<file path="config.mk">
export PLATFORM = sky130hd
export DESIGN_NAME = vrrb_front
export DESIGN_NICKNAME = d
export VERILOG_FILES = /design/src/sv/vrrb_pkg.sv /design/src/sv/vrrb_front.sv
export SDC_FILE = /design/constraint.sdc
export NUM_CORES = 1
export LEC_CHECK = 0
export BUFFER_PORTS_ARGS = -buffer_cell sky130_fd_sc_hd__buf_2
export CAP_MARGIN = 20
export CORE_MARGIN = 4
export CORE_UTILIZATION = 25
export CTS_CLUSTER_DIAMETER = 80
export CTS_CLUSTER_SIZE = 28
export DETAILED_ROUTE_END_ITERATION = 16
export PLACE_DENSITY_LB_ADDON = 0.15
export RECOVER_POWER = 50
export REMOVE_ABC_BUFFERS = 1
export SLEW_MARGIN = 15
export SYNTH_ARGS = -nofsm -noshare
export SYNTH_HDL_FRONTEND = slang
export SYNTH_SLANG_ARGS = --single-unit
</file>
<file path="constraint.sdc">
create_clock -name clk_i -period 4.25 [get_ports clk_i]
set_input_delay 0.2125 -clock clk_i [delete_from_list [all_inputs] [get_ports clk_i]]
set_output_delay 0.2125 -clock clk_i [all_outputs]
set_load 0.03 [all_outputs]
</file>
<file path="src/sv/vrrb_pkg.sv">
package vrrb_pkg;

  localparam int unsigned StoreBytes  = 4096;
  localparam int unsigned HeaderBytes = 16;
  localparam int unsigned MaxRecords  = 256;

  localparam int unsigned AddrW  = $clog2(StoreBytes);     // 12
  localparam int unsigned SizeW  = AddrW + 1;              // 13
  localparam int unsigned SlotW  = $clog2(MaxRecords);     // 8
  localparam int unsigned CountW = SlotW + 1;              // 9

  typedef enum logic [2:0] {
    OP_ADD_BEGIN = 3'd0,
    OP_ADD_DATA  = 3'd1,
    OP_REMOVE    = 3'd2,
    OP_PEEK_HEAD = 3'd3,
    OP_PEEK_TAIL = 3'd4,
    OP_PEEK_NEXT = 3'd5,
    OP_PEEK_PREV = 3'd6,
    OP_FETCH     = 3'd7
  } op_e;

  typedef enum logic [1:0] {
    ST_OK       = 2'd0,
    ST_EMPTY    = 2'd1,
    ST_OVERSIZE = 2'd2,
    ST_SEQ      = 2'd3
  } status_e;

  // Command handed from the front end to the execution engine.
  typedef struct packed {
    op_e          op;
    logic [11:0]  record_length;
    logic [7:0]   data_byte;
    logic         last_byte;
    logic [11:0]  byte_offset;
  } cmd_t;

  typedef struct packed {
    logic [7:0]  evicted_count;
    logic        evicted_msb;
    logic [7:0]  fetched_byte;
    logic [11:0] reported_length;
    status_e     status;
  } rsp_t;

endpackage

</file>
<file path="src/sv/vrrb_front.sv">
module vrrb_front (
  input  logic           clk_i,
  input  logic           rst_ni,
  input  logic           in_valid_i,
  output logic           in_ready_o,
  input  vrrb_pkg::cmd_t in_cmd_i,
  output logic           q_valid_o,
  input  logic           q_ready_i,
  output vrrb_pkg::cmd_t q_cmd_o
);

  // Two-entry command queue between the slave port and the engine.
  vrrb_pkg::cmd_t mem_q [2];
  logic           wp_q, wp_d, rp_q, rp_d;
  logic [1:0]     cnt_q, cnt_d;
  logic           push, pop;

  assign in_ready_o = (cnt_q != 2'd2);
  assign q_valid_o  = (cnt_q != 2'd0);
  assign q_cmd_o    = mem_q[rp_q];
  assign push       = in_valid_i && in_ready_o;
  assign pop        = q_valid_o && q_ready_i;

  always_comb begin
    wp_d  = push ? ~wp_q : wp_q;
    rp_d  = pop ? ~rp_q : rp_q;
    cnt_d = cnt_q + {1'b0, push} - {1'b0, pop};
  end

  always_ff @(posedge clk_i or negedge rst_ni) begin
    if (!rst_ni) begin
      wp_q  <= 1'b0;
      rp_q  <= 1'b0;
      cnt_q <= 2'd0;
    end else begin
      wp_q  <= wp_d;
      rp_q  <= rp_d;
      cnt_q <= cnt_d;
    end
  end

  always_ff @(posedge clk_i) begin
    if (push) begin
      mem_q[wp_q] <= in_cmd_i;
    end
  end

endmodule

</file>
* Word level (Yosys, flattened, before mapping)
Memories as Yosys holds them, arrays and structs flattened.
Cells that the tools add are included.
** Operators by class
- $add $sub $neg :: 2
- Equality and inequality tests :: 1
- Muxes and demuxes :: 2
- Bitwise operators :: 2
- Reductions and logical operators :: 3
** Operator list (count)
- $add A2 B1 Y2 :: 1
- $logic_and A1 B1 Y1 :: 2
- $mux W1 :: 2
- $ne A2 B2 Y1 const B :: 1
- $not A1 Y1 :: 2
- $reduce_bool A2 Y1 :: 1
- $sub A2 B1 Y2 :: 1
** Word-level totals
- Flip-flop bits (word level) :: 4
- Bits in writable memories :: 72
- Bits of input ports :: 40
- Output and inout bits :: 38
- Word-level logic and storage cells :: 14
- Memories kept :: 1
** Memories
- mem_q :: depth 2, bits a word 36, read ports 1, clocked after memory_dff 0, wr ports 1, line vrrb_front.sv:13 : vrrb_pkg::cmd_t mem_q [2];

* Depth between registers and ports, before layout
- Depth in word-level cells :: 4
- Mapped depth :: 7

* Worst setup path after synthesis
No wires, ideal clock.
- Kind :: flip-flop to flip-flop
- Start point :: register cnt_q[1]
- End point :: memory mem_q[0][0] (netlist bit) (enable)
- Library setup time :: 0.429 ns
- Arrival :: 2.367 ns
- Path slack :: 1.454 ns
- Stages on the path, launching flop included :: 4
- Path buffers :: 0
- Period minus slack after synthesis :: 2.796 ns
- Path through :: dfrtp_1 > nand2b_1 > nand2_1 > nor2_1
** On the way
- Longest elaborated chain between the ends :: 4
** RTL lines
- from (decl) :: line vrrb_front.sv:15 : logic [1:0] cnt_q, cnt_d;
- from (signal assigned) :: line vrrb_front.sv:38 : cnt_q <= cnt_d;
- $ne A2 B2 Y1 :: line vrrb_front.sv:18 : assign in_ready_o = (cnt_q != 2'd2);
- net in_ready_o :: line vrrb_front.sv:5 : output logic in_ready_o,
- $logic_and A1 B1 Y1 :: line vrrb_front.sv:21 : assign push = in_valid_i && in_ready_o;
- $mux W1 :: line vrrb_front.sv:43 : if (push) begin
- $mux W1 (implied by the code) :: line vrrb_front.sv:44 : mem_q[wp_q] <= in_cmd_i;
- to (decl) :: line vrrb_front.sv:13
The timed path passes the listed nets, and every way through them passes these cells.

* Final worst setup path
- Start point :: register cnt_q[1]
- End point :: memory mem_q[0][30] (netlist bit) (enable)
** On the way
- Longest elaborated chain between the ends :: 4
** RTL lines (line)
- $ne A2 B2 Y1 :: vrrb_front.sv:18
- $logic_and A1 B1 Y1 :: vrrb_front.sv:21
- $mux W1 :: vrrb_front.sv:43
- $mux W1 (implied by the code) :: vrrb_front.sv:44
Every way passes these cells.

==> results.tsv <==
stage	metric	value	unit
layout	Area growth syn-to-layout	29.2	%
sta	Final setup viols	0	
layout	register area	2260	um^2
placed_design	final RePlAce weighted congestion	0.620	
yosys	post-synthesis compound-gate area fraction	0	
layout	Final Util	0.330	
worst_setup_path	worst r2r dst	mem_q[0][30]$_DFFE_PP_	
floorplan	die area	13500	um^2
global_route	largest net degree at the start of global routing	37	
sta	final cycle utilization of the critical path	0.657	
sta	Fmax achieved	358	MHz
route	ANT nets after route	0	
yosys	Yosys warnings	0	
power	Max VDD drop	0.276	mV
layout	Antenna Cells	0	
worst_setup_path	Critical Path AT	2.69	ns
global_route	GRT overflow	0	
yosys	sequential area share after synthesis	0.775	
sta	Slew @ Worst Pin	2.22	ns
layout	Multi-input gate area	616	um^2
yosys	largest family of logic cells by synthesized area	multiplexers	
worst_setup_path	crit-path max FO	36	
clock_network	Longest Clk Path Bufs	2	
job	Max-Cap Viols	1	
route	Pre-antenna DRT Iters	3	
clock_network	CTS tree	built	
route	Routed WL	5.37	mm
worst_setup_path	Worst R2R Path Depth	4	
sta	Final Hold Fails	0	
floorplan	Rows	39	
layout	final cell count without fillers	363	
worst_setup_path	RR Startpoint	cnt_q[1]$_DFF_PN0_	
sta	Final Max Slew Viols	37	
hold_path	Hold Crit Class	primary input to register	
power	Power Density	791	nW/um^2
worst_setup_path	CP Data Required Time	4.14	ns
yosys	Distinct cells, synth	15	
yosys	Synth top area share	0.740	
power	leakage	1.45	nW
placed_design	I/O Buffers	77	
worst_setup_path	register-to-register setup slack	1.46	ns
floorplan	Chip Width	116	um
yosys	Mapped Avg Cell Area	22.6	um^2
yosys	multiplexer share of the synthesized area	0.176	
worst_setup_path	crit path capture type	register	
worst_setup_path	CP Launch Type	register	
floorplan	Die Ht	116	um
global_route	GRT Total Usage	0.0830	
clock_network	H-tree Lvls	3	
clock_network	TritonCTS buffer count	9	
hold_path	hold endpoint	mem_q[1][16]$_DFFE_PP_	
route	Vias/cell	3.98	
yosys	Post-Syn Area	2920	um^2
worst_setup_path	crit path kind	register to register	
global_route	number of global-route vias before repair	1559	
layout	fin nets	258	
placed_design	HPWL Detailed	3.47	mm
sta	setup TNS	0	ns
route	drt wl/cell	14.8	um
yosys	adder-cell share of the synthesized area	0.00857	
sta	Slew headroom	-0.482	
sta	RSZ-0062 raised after global routing	false	
clock_network	post-CTS sizing	0	
clock_network	Post-CTS Setup Inserts	0	
clock_network	Root Buffer	clkbuf_16	
yosys	Post-Synth Simple-Gate Area	0.0120	
sta	minimum clock period	2.79	ns
yosys	Mapped Cells	129	
yosys	synthesis-stage register bit count	76	
global_route	first-pass GRT wire length	8.07	mm
sta	Clock Skew	0.00317	ns
route	DRT iter0 DRCs	44	
global_route	initial antenna violation count	0	
sta	Fin Hold WS	0.0761	ns
outcome	failing checks	capacitance limit, slew limit	
floorplan	core area	11400	um^2
hold_path	Min-Delay Startpoint	in_cmd_i[16]	
clock_network	Worst-path clk slew	0.06	ns
yosys	synth top area cells	edfxtp_1, mux2_4, dfrtp_1	
floorplan	io pins	78	
outcome	status	finished with violations	
route	DR DRC count	0	
route	vias	1446	
layout	share of cells above drive strength 1	0.509	
placed_design	cell count after placement	347	
layout	fillers	1164	
yosys	Yosys top cell by area	edfxtp_1	
floorplan	initial core utilization	0.256	
hold_path	Hold Path Cell Cnt	1	
clock_network	clk sink count	76	
clock_network	worst-skew pair later-pin latency	0.32	ns
yosys	Synth Area in XOR/XNOR	0.0120	
[through the flow]
step | total power [mW] | area, um^2 | worst slack, ns
global route | 3.15 | 3770 | 1.12
detailed placement | 2.20 | 3460 | 2.25
finish | 2.98 | 3770 | 1.46
global placement | 2.20 | 3460 | 2.26
floorplan | 1.91 | 2880 | 1.45
CTS | 3.06 | 3800 | 1.90
[cell usage after synthesis]
library cell and n:
mux2_4 29, and2_4 1, nor2_1 1, ha_1 2
buf_6 4, dfrtp_1 4, xor2_1 1, mux2_2 7
and3_1 1, nand2_1 1, nand2b_1 1, edfxtp_1 72
inv_1 1, xnor2_1 3, or2_1 1
[area by class of cell]
cell class / count / area share
flip-flops and latches: 76 / 0.600
multi-input cells: 48 / 0.163
repair buffers: 80 / 0.101
clock buffers: 9 / 0.0597
well taps: 143 / 0.0474
clock inverters: 6 / 0.0275
inverters: 1 / 0.000995
[cell families after synthesis]
family,after synthesis
flops,76
fa+ha+maj,2
buf+inv,5
simple gates,6
mux,36
xor+xnor,4
[worst max-delay path: stages, from the launching register on]
cell      delay (ns)
dfrtp_1         0.40
nand2b_1        0.11
nand2_1         0.15
nor2_4          0.10
clkbuf_1        1.58
[state kept, by name (all words and copies together), names as in the netlist]
signal / flops
cnt_q: 2
mem_q: 72
rp_q: 1
wp_q: 1
[cell usage in the layout (no fill, tap or decap), drive strengths merged]
master	instances
nor2	1
nand2b	1
xor2	1
ha	2
edfxtp	72
clkbuf	28
xnor2	3
clkinv	3
or2	1
and2	1
and3	1
dlygate4sd3	1
dfrtp	4
inv	1
mux2	36
buf	60
bufinv	3
nand2	1
[what timing repair did]
action | 4_1_cts | 5_1_grt
hold buffers | 1 | 0
endpoints found under the setup margin | 0 | 0
endpoints found under the hold margin | 4 | 0
[where the power goes]
group	switching [mW]	internal, mW	total [mW]
registers	0.0870	1.04	1.12
logic	0.629	0.399	1.03
clock network	0.266	0.565	0.831
total	0.982	2.00	2.98
[metal layers]
layer	up-vias	wire, um	GRT usage
li1	671	-	-
met1	701	2410	0.103
met2	67	2420	0.127
met3	7	482	0.0402
met4	0	56	0.0278
met5	-	0	0
[worst max-delay path by stage]
stage | slack [ns] | cells past startpoint | end | startpoint
2_1_floorplan | 1.45 | 3 | mem_q[0][0]$_DFFE_PP_ | cnt_q[1]$_DFF_PN0_
3_3_place_gp | 2.26 | 3 | q_cmd_o[35] | rp_q$_DFFE_PN0P_
3_5_place_dp | 2.25 | 3 | q_cmd_o[3] | rp_q$_DFFE_PN0P_
4_1_cts | 1.90 | 3 | q_cmd_o[3] | rp_q$_DFFE_PN0P_
5_1_grt | 1.12 | 4 | mem_q[0][32]$_DFFE_PP_ | cnt_q[1]$_DFF_PN0_
6_report | 1.46 | 4 | mem_q[0][30]$_DFFE_PP_ | cnt_q[1]$_DFF_PN0_
No activity file was read; power rests on OpenSTA's default activity.
